<file path="src/hdl/rosd_pkg.sv">
`default_nettype none

package rosd_pkg;

	localparam int DEF_MAX_REGIONS = 8;
	localparam int DEF_MAX_COLUMNS = 1024;
	localparam int DEF_MAX_ROWS    = 1024;

	localparam int REG_ADDR_W = 5;
	localparam int HITS_W     = 21;

	localparam logic [HITS_W-1:0] HITS_MAX = {HITS_W{1'b1}};

	localparam logic [7:0] STRAIGHT_ANGLE     = 8'd90;
	localparam logic [7:0] MAX_ANGLE          = 8'd180;
	localparam int         CENTER_MIN_REGIONS = 3;

	typedef enum logic [2:0] {
		REG_REGION_COLUMNS  = 3'd0,
		REG_REGION_COUNT    = 3'd1,
		REG_SCAN_START_ROW  = 3'd2,
		REG_COUNT_THRESHOLD = 3'd3,
		REG_STOP_DISPARITY  = 3'd4,
		REG_SLOW_DISPARITY  = 3'd5,
		REG_TURN_STRENGTH   = 3'd6,
		REG_BASE_SPEED      = 3'd7
	} reg_idx_t;

	typedef enum logic [1:0] {
		MOVE_FORWARD = 2'd0,
		MOVE_SLOW    = 2'd1,
		MOVE_STOP    = 2'd2
	} move_t;

	typedef struct packed {
		logic [10:0]       region_columns;
		logic [3:0]        region_count;
		logic [9:0]        scan_start_row;
		logic [HITS_W-1:0] count_threshold;
		logic [7:0]        stop_disparity;
		logic [7:0]        slow_disparity;
		logic [6:0]        turn_strength;
		logic [7:0]        base_speed;
	} cfg_t;

	localparam cfg_t CFG_RESET = '{
		region_columns:  11'd213,
		region_count:    4'd3,
		scan_start_row:  10'd288,
		count_threshold: 21'd4089,
		stop_disparity:  8'd168,
		slow_disparity:  8'd67,
		turn_strength:   7'd45,
		base_speed:      8'd80
	};

	typedef struct packed {
		logic       left_obs;
		logic       center_obs;
		logic       right_obs;
		logic       three_plus;
		logic [7:0] peak_left;
		logic [7:0] peak_center;
		logic [7:0] peak_right;
	} summary_t;

endpackage

`default_nettype wire

</file>
<file path="src/hdl/region_obstacle_steering_decider.sv">
// Obstacle steering decider for a stereo camera stream.
// Pixels enter in raster order on the pixel channel (pix_valid, pix_stall), one beat per
// pixel carrying the obstacle mask byte, the disparity byte and the line and frame end marks.
// Each frame-end beat produces exactly one result beat on the result channel (res_valid,
// res_stall) with the steering angle, the movement code and the drive speed; other beats
// produce none. A pixel is taken into an input register and updates its region's hit count and
// peak disparity in the next cycle; a frame-end beat also loads the result register as it leaves
// the input register, and it waits there while a held result still occupies the result register.
// Throughput is one pixel per cycle while pix_stall is low. The single result register is the only limit: while a
// result is held by res_stall, ordinary pixels keep flowing, and pix_stall rises only when a
// further frame-end beat would need the occupied result register.
// Configuration registers sit on the APB port; the user is to write them only while the block is idle (not enforced).
// Reset loads the default configuration, clears the region state and empties both
// registers; no clearing pass is needed. After every frame-end beat the per-frame state is
// cleared in the same cycle the result is loaded.
`default_nettype none

module region_obstacle_steering_decider #(
	parameter int MAX_REGIONS = rosd_pkg::DEF_MAX_REGIONS,
	parameter int MAX_COLUMNS = rosd_pkg::DEF_MAX_COLUMNS,
	parameter int MAX_ROWS    = rosd_pkg::DEF_MAX_ROWS
) (
	input  wire logic                            clk,
	input  wire logic                            arst_n,
	input  wire logic                            psel,
	input  wire logic                            penable,
	input  wire logic                            pwrite,
	input  wire logic [rosd_pkg::REG_ADDR_W-1:0] paddr,
	input  wire logic [31:0]                     pwdata,
	output logic      [31:0]                     prdata,
	output logic                                 pready,
	input  wire logic                            pix_valid,
	output logic                                 pix_stall,
	input  wire logic [7:0]                      obstacle_pixel,
	input  wire logic [7:0]                      disparity_pixel,
	input  wire logic                            line_end,
	input  wire logic                            frame_end,
	output logic                                 res_valid,
	input  wire logic                            res_stall,
	output logic      [7:0]                      steering_angle,
	output logic      [1:0]                      move_code,
	output logic      [7:0]                      drive_speed
);
	import rosd_pkg::*;

	localparam int COL_W    = $clog2(MAX_COLUMNS);
	localparam int ROW_W    = $clog2(MAX_ROWS);
	localparam int REG_W    = $clog2(MAX_REGIONS + 1);
	localparam int IDX_W    = (MAX_REGIONS > 1) ? $clog2(MAX_REGIONS) : 1;
	localparam int CNXT_W   = (COL_W + 1 > 11) ? COL_W + 1 : 11;
	localparam int ROWC_W   = (ROW_W > 10) ? ROW_W : 10;
	localparam int CTR_LANE = (MAX_REGIONS > 1) ? 1 : 0;

	localparam logic [COL_W-1:0] COLUMN_MAX = COL_W'(MAX_COLUMNS - 1);
	localparam logic [ROW_W-1:0] ROW_MAX    = ROW_W'(MAX_ROWS - 1);

	cfg_t     cfg;
	summary_t sum;
	move_t    dec_code;
	logic [7:0] dec_angle;
	logic [7:0] dec_speed;

	logic       valid_s1;
	logic [7:0] obst_s1;
	logic [7:0] disp_s1;
	logic       eol_s1;
	logic       eof_s1;

	logic [ROW_W-1:0] row_q;
	logic [COL_W-1:0] col_q;
	logic [REG_W-1:0] region_q;
	logic [HITS_W-1:0] hits_q [MAX_REGIONS];
	logic [7:0]        peak_q [MAX_REGIONS];

	logic [HITS_W-1:0] hits_nx [MAX_REGIONS];
	logic [7:0]        peak_nx [MAX_REGIONS];
	logic [MAX_REGIONS-1:0] obs;

	logic [REG_W-1:0]  n_act;
	logic [IDX_W-1:0]  idx_last;
	logic [CNXT_W-1:0] col_next;
	logic              in_rows;
	logic              count_en;
	logic              adv;
	logic              step;
	logic              pix_accept;

	logic [7:0] res_angle_q;
	logic [1:0] res_code_q;
	logic [7:0] res_speed_q;
	logic       res_valid_q;

	rosd_cfg u_cfg (
		.clk     (clk),
		.arst_n  (arst_n),
		.psel    (psel),
		.penable (penable),
		.pwrite  (pwrite),
		.paddr   (paddr),
		.pwdata  (pwdata),
		.prdata  (prdata),
		.pready  (pready),
		.cfg     (cfg)
	);

	assign adv        = !(eof_s1 && res_valid_q && res_stall);
	assign pix_stall  = valid_s1 && !adv;
	assign pix_accept = pix_valid && !pix_stall;
	assign step       = valid_s1 && adv;

	always_ff @(posedge clk or negedge arst_n) begin
		if (!arst_n) begin
			valid_s1 <= 1'b0;
		end else if (!pix_stall) begin
			valid_s1 <= pix_valid;
		end
	end

	always_ff @(posedge clk) begin
		if (pix_accept) begin
			obst_s1 <= obstacle_pixel;
			disp_s1 <= disparity_pixel;
			eol_s1  <= line_end;
			eof_s1  <= frame_end;
		end
	end

	always_comb begin
		if (cfg.region_count == 4'd0) begin
			n_act = REG_W'(1);
		end else if (32'(cfg.region_count) > MAX_REGIONS) begin
			n_act = REG_W'(MAX_REGIONS);
		end else begin
			n_act = REG_W'(cfg.region_count);
		end
		idx_last = IDX_W'(n_act - REG_W'(1));
		col_next = CNXT_W'(col_q) + CNXT_W'(1);
		in_rows  = ROWC_W'(row_q) >= ROWC_W'(cfg.scan_start_row);
		count_en = in_rows && (region_q < n_act) && (obst_s1 != 8'd0);
	end

	always_comb begin
		for (int i = 0; i < MAX_REGIONS; i++) begin
			hits_nx[i] = hits_q[i];
			peak_nx[i] = peak_q[i];
			if (count_en && (region_q == REG_W'(i))) begin
				if (hits_q[i] != HITS_MAX) begin
					hits_nx[i] = hits_q[i] + HITS_W'(1);
				end
				if (disp_s1 > peak_q[i]) begin
					peak_nx[i] = disp_s1;
				end
			end
			obs[i] = (hits_nx[i] > cfg.count_threshold) || (peak_nx[i] > cfg.stop_disparity);
		end
	end

	always_comb begin
		sum.three_plus  = 32'(n_act) >= CENTER_MIN_REGIONS;
		sum.left_obs    = obs[0];
		sum.center_obs  = sum.three_plus && obs[CTR_LANE];
		sum.right_obs   = obs[idx_last];
		sum.peak_left   = peak_nx[0];
		sum.peak_center = peak_nx[CTR_LANE];
		sum.peak_right  = peak_nx[idx_last];
	end

	rosd_decide u_decide (
		.cfg   (cfg),
		.sum   (sum),
		.angle (dec_angle),
		.code  (dec_code),
		.speed (dec_speed)
	);

	always_ff @(posedge clk or negedge arst_n) begin
		if (!arst_n) begin
			row_q    <= '0;
			col_q    <= '0;
			region_q <= '0;
			for (int i = 0; i < MAX_REGIONS; i++) begin
				hits_q[i] <= '0;
				peak_q[i] <= '0;
			end
		end else if (step) begin
			if (eof_s1) begin
				row_q    <= '0;
				col_q    <= '0;
				region_q <= '0;
				for (int i = 0; i < MAX_REGIONS; i++) begin
					hits_q[i] <= '0;
					peak_q[i] <= '0;
				end
			end else begin
				for (int i = 0; i < MAX_REGIONS; i++) begin
					hits_q[i] <= hits_nx[i];
					peak_q[i] <= peak_nx[i];
				end
				if (eol_s1) begin
					col_q    <= '0;
					region_q <= '0;
					if (row_q != ROW_MAX) begin
						row_q <= row_q + ROW_W'(1);
					end
				end else if (col_next >= CNXT_W'(cfg.region_columns)) begin
					col_q <= '0;
					if (region_q < n_act) begin
						region_q <= region_q + REG_W'(1);
					end
				end else if (col_next > CNXT_W'(COLUMN_MAX)) begin
					col_q <= COLUMN_MAX;
				end else begin
					col_q <= col_next[COL_W-1:0];
				end
			end
		end
	end

	always_ff @(posedge clk or negedge arst_n) begin
		if (!arst_n) begin
			res_valid_q <= 1'b0;
		end else if (step && eof_s1) begin
			res_valid_q <= 1'b1;
		end else if (!res_stall) begin
			res_valid_q <= 1'b0;
		end
	end

	always_ff @(posedge clk) begin
		if (step && eof_s1) begin
			res_angle_q <= dec_angle;
			res_code_q  <= dec_code;
			res_speed_q <= dec_speed;
		end
	end

	assign res_valid      = res_valid_q;
	assign steering_angle = res_angle_q;
	assign move_code      = res_code_q;
	assign drive_speed    = res_speed_q;

	a_stall_cause: assert property (@(posedge clk) disable iff (!arst_n)
		pix_stall |-> (valid_s1 && eof_s1 && res_valid_q && res_stall))
		else $error("Pixel channel stalled without a blocked frame-end beat.");

	a_frame_clear: assert property (@(posedge clk) disable iff (!arst_n)
		(step && eof_s1) |=> (row_q == '0 && col_q == '0 && region_q == '0))
		else $error("Frame state not cleared after a frame-end beat.");

	a_stop_result: assert property (@(posedge clk) disable iff (!arst_n)
		(res_valid_q && res_code_q == MOVE_STOP) |->
			(res_speed_q == 8'd0 && res_angle_q == STRAIGHT_ANGLE))
		else $error("Stop result with nonzero speed or turned angle.");

	a_region_bound: assert property (@(posedge clk) disable iff (!arst_n)
		$changed(region_q) && region_q != '0 |-> region_q == $past(region_q) + REG_W'(1))
		else $error("Region position skipped a region.");

endmodule

`default_nettype wire

</file>
<file path="src/hdl/rosd_cfg.sv">
`default_nettype none

module rosd_cfg (
	input  wire logic                            clk,
	input  wire logic                            arst_n,
	input  wire logic                            psel,
	input  wire logic                            penable,
	input  wire logic                            pwrite,
	input  wire logic [rosd_pkg::REG_ADDR_W-1:0] paddr,
	input  wire logic [31:0]                     pwdata,
	output logic      [31:0]                     prdata,
	output logic                                 pready,
	output rosd_pkg::cfg_t                       cfg
);
	import rosd_pkg::*;

	cfg_t     cfg_q;
	reg_idx_t idx;
	logic     wr_en;

	assign idx    = reg_idx_t'(paddr[REG_ADDR_W-1:2]);
	assign wr_en  = psel && penable && pwrite;
	assign pready = 1'b1;
	assign cfg    = cfg_q;

	always_ff @(posedge clk or negedge arst_n) begin
		if (!arst_n) begin
			cfg_q <= CFG_RESET;
		end else if (wr_en) begin
			unique case (idx)
				REG_REGION_COLUMNS:  cfg_q.region_columns  <= pwdata[10:0];
				REG_REGION_COUNT:    cfg_q.region_count    <= pwdata[3:0];
				REG_SCAN_START_ROW:  cfg_q.scan_start_row  <= pwdata[9:0];
				REG_COUNT_THRESHOLD: cfg_q.count_threshold <= pwdata[HITS_W-1:0];
				REG_STOP_DISPARITY:  cfg_q.stop_disparity  <= pwdata[7:0];
				REG_SLOW_DISPARITY:  cfg_q.slow_disparity  <= pwdata[7:0];
				REG_TURN_STRENGTH:   cfg_q.turn_strength   <= pwdata[6:0];
				REG_BASE_SPEED:      cfg_q.base_speed      <= pwdata[7:0];
			endcase
		end
	end

	always_comb begin
		unique case (idx)
			REG_REGION_COLUMNS:  prdata = 32'(cfg_q.region_columns);
			REG_REGION_COUNT:    prdata = 32'(cfg_q.region_count);
			REG_SCAN_START_ROW:  prdata = 32'(cfg_q.scan_start_row);
			REG_COUNT_THRESHOLD: prdata = 32'(cfg_q.count_threshold);
			REG_STOP_DISPARITY:  prdata = 32'(cfg_q.stop_disparity);
			REG_SLOW_DISPARITY:  prdata = 32'(cfg_q.slow_disparity);
			REG_TURN_STRENGTH:   prdata = 32'(cfg_q.turn_strength);
			REG_BASE_SPEED:      prdata = 32'(cfg_q.base_speed);
		endcase
	end

endmodule

`default_nettype wire

</file>
<file path="src/hdl/rosd_decide.sv">
`default_nettype none

module rosd_decide (
	input  wire rosd_pkg::cfg_t     cfg,
	input  wire rosd_pkg::summary_t sum,
	output logic [7:0]              angle,
	output rosd_pkg::move_t         code,
	output logic [7:0]              speed
);
	import rosd_pkg::*;

	logic [7:0] left_angle;
	logic [7:0] right_sum;
	logic [7:0] right_angle;

	always_comb begin
		left_angle = (cfg.turn_strength > 7'(STRAIGHT_ANGLE)) ? 8'd0
			: STRAIGHT_ANGLE - {1'b0, cfg.turn_strength};
		right_sum   = STRAIGHT_ANGLE + {1'b0, cfg.turn_strength};
		right_angle = (right_sum > MAX_ANGLE) ? MAX_ANGLE : right_sum;
	end

	always_comb begin
		angle = STRAIGHT_ANGLE;
		code  = MOVE_FORWARD;
		speed = cfg.base_speed;
		priority if (!sum.left_obs && !sum.center_obs && !sum.right_obs) begin
			angle = STRAIGHT_ANGLE;
		end else if (!sum.center_obs) begin
			if (sum.three_plus && (sum.peak_center > cfg.slow_disparity)) begin
				code  = MOVE_SLOW;
				speed = {1'b0, cfg.base_speed[7:1]};
			end
		end else if (!sum.left_obs && !sum.right_obs) begin
			angle = (sum.peak_left <= sum.peak_right) ? left_angle : right_angle;
		end else if (!sum.left_obs) begin
			angle = left_angle;
		end else if (!sum.right_obs) begin
			angle = right_angle;
		end else begin
			code  = MOVE_STOP;
			speed = 8'd0;
		end
	end

endmodule

`default_nettype wire
</file>
<file path="config.mk">
export PLATFORM = sky130hd
export DESIGN_NAME = region_obstacle_steering_decider
export DESIGN_NICKNAME = d
export VERILOG_FILES = /design/src/hdl/rosd_pkg.sv /design/src/hdl/region_obstacle_steering_decider.sv /design/src/hdl/rosd_cfg.sv /design/src/hdl/rosd_decide.sv
export SDC_FILE = /design/constraint.sdc
export NUM_CORES = 1
export LEC_CHECK = 0
export BUFFER_PORTS_ARGS = -buffer_cell sky130_fd_sc_hd__buf_2
export CAP_MARGIN = 5
export CORE_MARGIN = 2
export CORE_UTILIZATION = 29
export CTS_BUF_LIST = sky130_fd_sc_hd__clkbuf_4 sky130_fd_sc_hd__clkbuf_8
export CTS_CLUSTER_DIAMETER = 200
export DETAILED_ROUTE_END_ITERATION = 10
export GPL_ROUTABILITY_DRIVEN = 1
export PLACE_DENSITY_LB_ADDON = 0.15
export SYNTH_ARGS = -nofsm -noshare
export SYNTH_HDL_FRONTEND = slang
export SYNTH_SLANG_ARGS = --single-unit
</file>
<file path="constraint.sdc">
create_clock -name clk -period 6.4 [get_ports clk]
set_input_delay 0.32 -clock clk [delete_from_list [all_inputs] [get_ports clk]]
set_output_delay 0.32 -clock clk [all_outputs]
set_load 0.005 [all_outputs]
</file>
# After elaboration in Yosys (flattened, before gate mapping)
# Cells that the tools add are included.
# word_totals
reg_bits,371
latch_bits,0
ram_bits,0
mem_bits_ro,0
in_bits,62
output_inout_bits,53
elab_cells,239
memories,0
# classes
add_sub_neg,14
n_mul,0
div_mod_pow,0
n_lt_le_gt_ge,36
n_eq_ne,24
shifts,0
mux,72
bitwise,2
n_reduce_logical,55
# op_table
operator,n
2-to-1 mux 21 bit,16
one-hot mux 32 bit (8 select lines),1
2-to-1 mux 8 bit,30
adder 21 x 1 -> 21 bit (second input constant),8
> comparator 21 bit,8
2-to-1 mux 168 bit,1
inequality test 21 bit (second input constant),8
> comparator 8 bit,17
2-to-1 mux 10 bit,7
2-to-1 mux 64 bit,1
binary-select mux 8 bit (select 3 bit),1
2-to-1 mux 4 bit,6
logical AND 1 bit,23
equality test 4 x 3 -> 1 bit (second input constant),4
AND reduction 2 bit,8
equality test 3 bit (second input constant),4
adder 10 x 1 -> 11 bit (second input constant),1
>= comparator 11 bit,1
> comparator 11 x 10 -> 1 bit (second input constant),1
adder 10 x 1 -> 10 bit (second input constant),1
>= comparator 10 bit,1
inequality test 10 bit (second input constant),1
adder 7 x 7 -> 8 bit (first input constant),1
equality test 4 x 2 -> 1 bit (second input constant),2
other kinds (29),51

# Longest topological paths before layout
# depth
depth_word,17
mapped_depth,26
ltp_nobuf,22

# By module
# Synthesis repeated with hierarchy kept, for this count alone.
# unflattened
cells_unflattened,3316
hier_area_um2,30212.7
# by_module_without_submodules
module,n_inst,cells_each,area_each_um2,seq_area_each_um2
region_obstacle_steering_decider,1,2872,25278.0,7537.2
rosd_cfg,1,277,3743.6,1965.6
rosd_decide,1,167,1191.1,0.0

# Worst setup path before layout
# OpenSTA, ideal clock, no wires.
# synth_path
kind,reg-to-reg
from,"reg u_cfg.cfg_q, in the netlist u_cfg.cfg[65]"
to,"reg res_angle_q[4] (netlist: steering_angle[4]), data pin"
setup_time_ns,0.261
arrival_time_ns,4.983
required_time_ns,6.139
setup_slack_ns,1.157
stages_incl_launch_ff,22
n_path_buf,1
period_less_slack_ns,5.243
path_cell_list,dfrtp_1 nand2b_1 ha_1 o21a_1 nor2_1 o21ai_2 a2111oi_4 and3_1 buf_4 nor3b_4 nand3_1 xnor2_1 ha_1 nand4_1 nor4_1 and3_1 a211oi_1 nor3_1 nor3_1 nor2_1 nand4b_1 o32a_1
# synth_via
elab_chain_len,15
elab_cells_between_ends,77
classes_between,add/sub: 1; order compare: 20; mux: 27; bitwise: 2; reduce/logical: 27
# synth_rtl
element,line,text
from (decl),rosd_cfg.sv:17,cfg_t cfg_q;
> comparator 4 bit,region_obstacle_steering_decider.sv:131,end else if (32'(cfg.region_count) > MAX_REGIONS) begin
2-to-1 mux 4 bit,region_obstacle_steering_decider.sv:131,
2-to-1 mux 4 bit (*),region_obstacle_steering_decider.sv:129,if (cfg.region_count == 4'd0) begin
less-than comparator 4 bit,region_obstacle_steering_decider.sv:139,count_en = in_rows && (region_q < n_act) && (obst_s1 != 8'd0);
logical AND 1 bit (2 in series),region_obstacle_steering_decider.sv:139,
logical AND 1 bit,region_obstacle_steering_decider.sv:146,if (count_en && (region_q == REG_W'(i))) begin
2-to-1 mux 21 bit / 2-to-1 mux 8 bit (equally long branches),region_obstacle_steering_decider.sv:146,
> comparator 21 bit / > comparator 8 bit (equally long branches),region_obstacle_steering_decider.sv:154,obs[i] = (hits_nx[i] > cfg.count_threshold) || (peak_nx[i] > cfg.stop_disparity);
logical OR 1 bit,region_obstacle_steering_decider.sv:154,
binary-select mux 1 bit (select 3 bit) / logical AND 1 bit (equally long branches),"region_obstacle_steering_decider.sv:162, region_obstacle_steering_decider.sv:161",
2-to-1 mux 1 bit (not written as such) / zero test 1 bit (equally long branches),"region_obstacle_steering_decider.sv:162, rosd_decide.sv:27",
"2-to-1 mux 8 bit, or another cell as far along",rosd_decide.sv:38,end else if (!sum.right_obs) begin
"2-to-1 mux 8 bit, or another cell as far along",rosd_decide.sv:36,end else if (!sum.left_obs) begin
2-to-1 mux 8 bit / OR reduction 2 bit (equally long branches),--,
to (signal assigned),region_obstacle_steering_decider.sv:231,res_angle_q <= dec_angle;
to (decl),region_obstacle_steering_decider.sv:88,logic [7:0] res_angle_q;
# Mark *: on every way between the ends. The rest lies on a longest branch, timed or not. The select of a mux whose other input is x is not followed.
# A chain may end at the register's enable or synchronous reset.

# Worst setup path in the final report
# layout_path
from,"reg u_cfg.cfg_q, in the netlist u_cfg.cfg[57]"
to,"reg res_angle_q[4] (netlist: steering_angle[4]), data pin"
# layout_via
elab_chain_len,12
elab_cells_between_ends,70
classes_between,order compare: 18; mux: 25; bitwise: 1; reduce/logical: 26
# layout_rtl
element,line,text
>= comparator 10 bit (*),region_obstacle_steering_decider.sv:138,in_rows = ROWC_W'(row_q) >= ROWC_W'(cfg.scan_start_row);
logical AND 1 bit (*) (2 in series),region_obstacle_steering_decider.sv:139,
logical AND 1 bit,region_obstacle_steering_decider.sv:146,
2-to-1 mux 21 bit / 2-to-1 mux 8 bit (equally long branches),region_obstacle_steering_decider.sv:146,
> comparator 21 bit / > comparator 8 bit (equally long branches),region_obstacle_steering_decider.sv:154,
logical OR 1 bit,region_obstacle_steering_decider.sv:154,
binary-select mux 1 bit (select 3 bit) / logical AND 1 bit (equally long branches),"region_obstacle_steering_decider.sv:162, region_obstacle_steering_decider.sv:161",
2-to-1 mux 1 bit (not written as such) / zero test 1 bit (equally long branches),"region_obstacle_steering_decider.sv:162, rosd_decide.sv:27",
"2-to-1 mux 8 bit, or another cell as far along",rosd_decide.sv:38,
"2-to-1 mux 8 bit, or another cell as far along",rosd_decide.sv:36,
2-to-1 mux 8 bit / OR reduction 2 bit (equally long branches),--,
# Marks and branches as above.

==> key figures <==
Outcome
  • Status: completed

Synth
  • Top post-synthesis cells by area: dfrtp_1 (26%), ha_1 (15%), o21ai_0 (6.2%), nand2_1 (4.9%), edfxtp_1 (3.7%)
  • Number of flops mapped to enable cells by yosys: 36
  • Yosys top cell area share: 26.1%
  • Asr flop ratio synth: 90.3%
  • Ys Warns: 0
  • Cells after synthesis: 3,323
  • Cell taking the most area after synthesis: dfrtp_1
  • Area of the mapped netlist: 29,100 um2
  • FF+latch count, synth: 371
  • Most common flop cell mapped by yosys: dfrtp_1
  • Sequential share of the synthesized area: 32.6%
  • Library cells used by synthesis: 99
  • Syn_area_per_cell: 8.77 um2

Pwr
  • Cell Pwr Density: 226 nW/um2
  • VDD IR max: 0.132 mV
  • Total Power: 7.55 mW
  • Lkg Pwr: 15.1 nW

Placement
  • GPL Wtd Cong: 0.851
  • Placed cell area: 31,300 um2
  • Placed Instances: 4,639
  • Buffers on Ports: 89
  • Dpl hpwl: 69,700 um
  • Placement Setup Slack: -0.142 ns

Layout
  • Final Non-Filler Cells: 4,825
  • Nets@finish: 3,886
  • Share of layout cells above drive strength 1: 13.5%
  • Layout area overhead: 14.8%
  • Design Area, Final: 33,400 um2
  • Fillers: 10,500
  • Fin util: 33.5%

Route
  • DRC: 0
  • WL per Instance: 21.3 um
  • Vias per cell: 5.28
  • DRT Pass-1 Iters: 6
  • Via count: 25,500
  • Initial drt markers: 1,659
  • DRT Wirelength: 103,000 um
  • Routed Antenna Nets: 0

Timing
  • Final period util: 94.6%
  • Tmin final: 6.06 ns
  • Slew Limit Fails: 0
  • Setup TNS: 0 ns
  • Final setup viols: 0
  • Layout Skew: 0.0301 ns
  • Final Hold Vio Count: 0
  • Rel. slew slack: 27.0%
  • Peak Freq: 165 MHz
  • Post-route setup slack: 0.344 ns
  • Smallest hold slack: 0.223 ns
  • Worst-margin pin slew: 1.09 ns
  • Unrepaired setup endpoints after global routing: false

Clocking
  • CTS tree: done
  • Worst skew pair latency: 0.71 ns
  • CTS clk-pin slew, worst paths: 0.06 ns
  • CTS Root Buffer Type: clkbuf_8
  • Htree depth: 3
  • Clock tree buffer depth: 3
  • Num CTS Buffers: 76
  • CTS sink count: 371

Worst setup path
  • CP Cell Sequence: inv_1 -> ha_1 -> and3_1 -> nand4b_4 -> a2111oi_4 -> nand4_1 -> nor2_1 -> nand2_1 -> xnor2_1 -> ha_1 -> nand4_1 -> nor4_1 -> nand2_1 -> nor3_1 -> buf_4 -> o211a_1 -> o211ai_1 -> nor2_1 -> nand4b_1 -> buf_4 -> o32a_1
  • CP endpoint kind: flop
  • Critical path class: flop to flop
  • Max incr delay on CP: 0.62 ns
  • Worst Path Max Fanout: 9
  • Crit path DAT: 6.50 ns
  • Worst Path Required: 6.85 ns
  • Startpoint Class: flop
  • Count of buffer and inverter cells on the critical path: 3
  • R2R Setup Slk: 0.34 ns
  • Worst path top cell family by delay: simple AND/OR/NAND/NOR gates
  • FF-to-FF End: steering_angle[4]$_SDFFCE_PP1P_
  • R2r worst-path depth: 21
  • Crit path from: u_cfg.cfg[57]$_DFFE_PN1P_
  • Worst-path cell with the longest stage delay: a2111oi_4
  • R2r startpoint: u_cfg.cfg[57]$_DFFE_PN1P_

GRT
  • Tot GR Track Use: 19.8%
  • First-pass GRT wire length: 156,000 um
  • Grt total ovfl: 0
  • Largest net degree at the start of global routing: 142
  • Vias in the first global route: 24,800
  • Initial antenna violation count: 4

Min path
  • Hold/Removal Path Class: primary input to asynchronous set/reset pin

Die
  • FP Rows: 116
  • Die Y: 321 um
  • Core ar.: 99,900 um2
  • Starting Density: 29.2%
  • Boundary Pins: 115
  • Die ar.: 103,000 um2
  • Die Span X: 321 um

Flow run
  • Max-Cap Viols: 0
metal layers:
layer | track usage (%) | vias up | wire, um
li1 | - | 12500 | -
met1 | 26.9 | 12300 | 48100
met2 | 32.2 | 551 | 47200
met3 | 3.11 | 154 | 4450
met4 | 6.46 | 0 | 3290
met5 | 0 | - | 0
flip-flops by register name, indices dropped and copies added, names as in the netlist:
| register | cells |
|---|---|
| col_q | 10 |
| valid_s1 | 1 |
| peak_q | 64 |
| res_valid | 1 |
| u_cfg.cfg | 77 |
| region_q | 4 |
| drive_speed | 8 |
| eof_s1 | 1 |
| hits_q | 168 |
| move_code | 2 |
| steering_angle | 8 |
| obst_s1 | 8 |
| eol_s1 | 1 |
| disp_s1 | 8 |
| row_q | 10 |
power breakdown:
group | total, mW | leakage [nW] | internal (mW) | switching, mW
combinational | 2.08 | 9.40 | 0.669 | 1.42
sequential | 2.69 | 4.80 | 2.56 | 0.135
clock | 2.78 | 0.875 | 1.58 | 1.20
total | 7.55 | 15.1 | 4.80 | 2.75
worst reg2reg max path: stages, from the launching register on:
cell and delay [ns]:
dfstp_2 0.53, inv_1 0.05, ha_1 0.26, and3_1 0.27
nand4b_4 0.26, a2111oi_4 0.62, nand4_1 0.25, nor2_1 0.33
nand2_1 0.14, xnor2_1 0.15, ha_1 0.31, nand4_1 0.12
nor4_1 0.34, nand2_1 0.13, nor3_1 0.28, buf_4 0.21
o211a_1 0.20, o211ai_1 0.24, nor2_1 0.36, nand4b_1 0.21
buf_4 0.20, o32a_1 0.34
worst max path at each step:
stage                                 endpoint  depth (start not counted)
2_1_floorplan  steering_angle[4]$_SDFFCE_PP1P_                         21
3_3_place_gp          drive_speed[4]$_DFFE_PP_                         22
3_5_place_dp          drive_speed[4]$_DFFE_PP_                         22
4_1_cts        steering_angle[4]$_SDFFCE_PP1P_                         21
5_1_grt               drive_speed[4]$_DFFE_PP_                         21
6_report       steering_angle[4]$_SDFFCE_PP1P_                         21
final cells by class:
class / count / area [um2] / area share [%]
multi-input cells: 2602 / 18300 / 54.6
flip-flops and latches: 371 / 9500 / 28.4
clock inverters: 24 / 233 / 0.696
inverters: 180 / 678 / 2.03
diodes: 1 / 2.50 / 0.00748
well taps: 1298 / 1620 / 4.86
clock buffers: 114 / 1410 / 4.22
repair buffers: 235 / 1720 / 5.15
placed cells by master (no fill, tap or decap), types with 12 or more instances in the layout:
cell type | Yosys | layout
a21o_1 | 44 | 43
a21oi_1 | 165 | 165
a22o_1 | 33 | 33
a31oi_1 | 50 | 50
and2_1 | 29 | 27
and3_1 | 70 | 70
and4_1 | 26 | 26
buf_2 | 16 | 88
buf_4 | 19 | 98
clkbuf_4 | 0 | 25
clkbuf_8 | 0 | 89
clkinv_2 | 0 | 13
conb_1 | 2 | 12
dfrtp_1 | 304 | 304
dfstp_2 | 31 | 31
dlygate4sd3_1 | 0 | 43
edfxtp_1 | 36 | 36
ha_1 | 358 | 358
inv_1 | 177 | 177
mux2_2 | 54 | 54
mux2i_1 | 29 | 29
nand2_1 | 381 | 380
nand2b_1 | 15 | 14
nand3_1 | 131 | 131
nand4_1 | 82 | 82
nor2_1 | 121 | 118
nor2b_1 | 37 | 36
nor3_1 | 47 | 43
nor4_1 | 13 | 13
o211ai_1 | 34 | 34
o21a_1 | 23 | 23
o21ai_0 | 362 | 362
o22ai_1 | 23 | 22
o31ai_1 | 103 | 103
xnor2_1 | 112 | 112
xor2_1 | 55 | 54
logic make-up after synthesis:
family | count (synthesis) | share of synthesized area, %
adder cells (fa/ha/maj) | 358 | 15.4
flip-flops | 371 | 32.6
AO/OA/AOI/OAI | 975 | 21.4
buffers and inverters | 360 | 5.14
multiplexers | 84 | 3.16
AND/OR/NAND/NOR | 1006 | 17.3
other | 2 | 0.0258
XOR/XNOR | 167 | 5.02
cell usage after synthesis (all sizes together), types with 35 or more instances:
library cell	count
xor2	55
nand3	131
nand4	82
nor3	51
nor2	122
o21ai	369
buf	51
dfrtp	304
ha	358
o31ai	103
nor2b	37
nand2	381
a21oi	166
a31oi	50
o211ai	35
a21o	44
and3	71
edfxtp	36
mux2	54
inv	179
xnor2	112
clkbuf	129
repair_timing:
action	CTS	global route
pin swaps	1	4
hold buffers	43	0
setup endpoints to repair	9	18
buffers inserted	0	4
resized for setup	1	14
hold endpoints to repair	142	0
gates cloned	0	0
No activity file was read; power rests on OpenSTA's default activity.
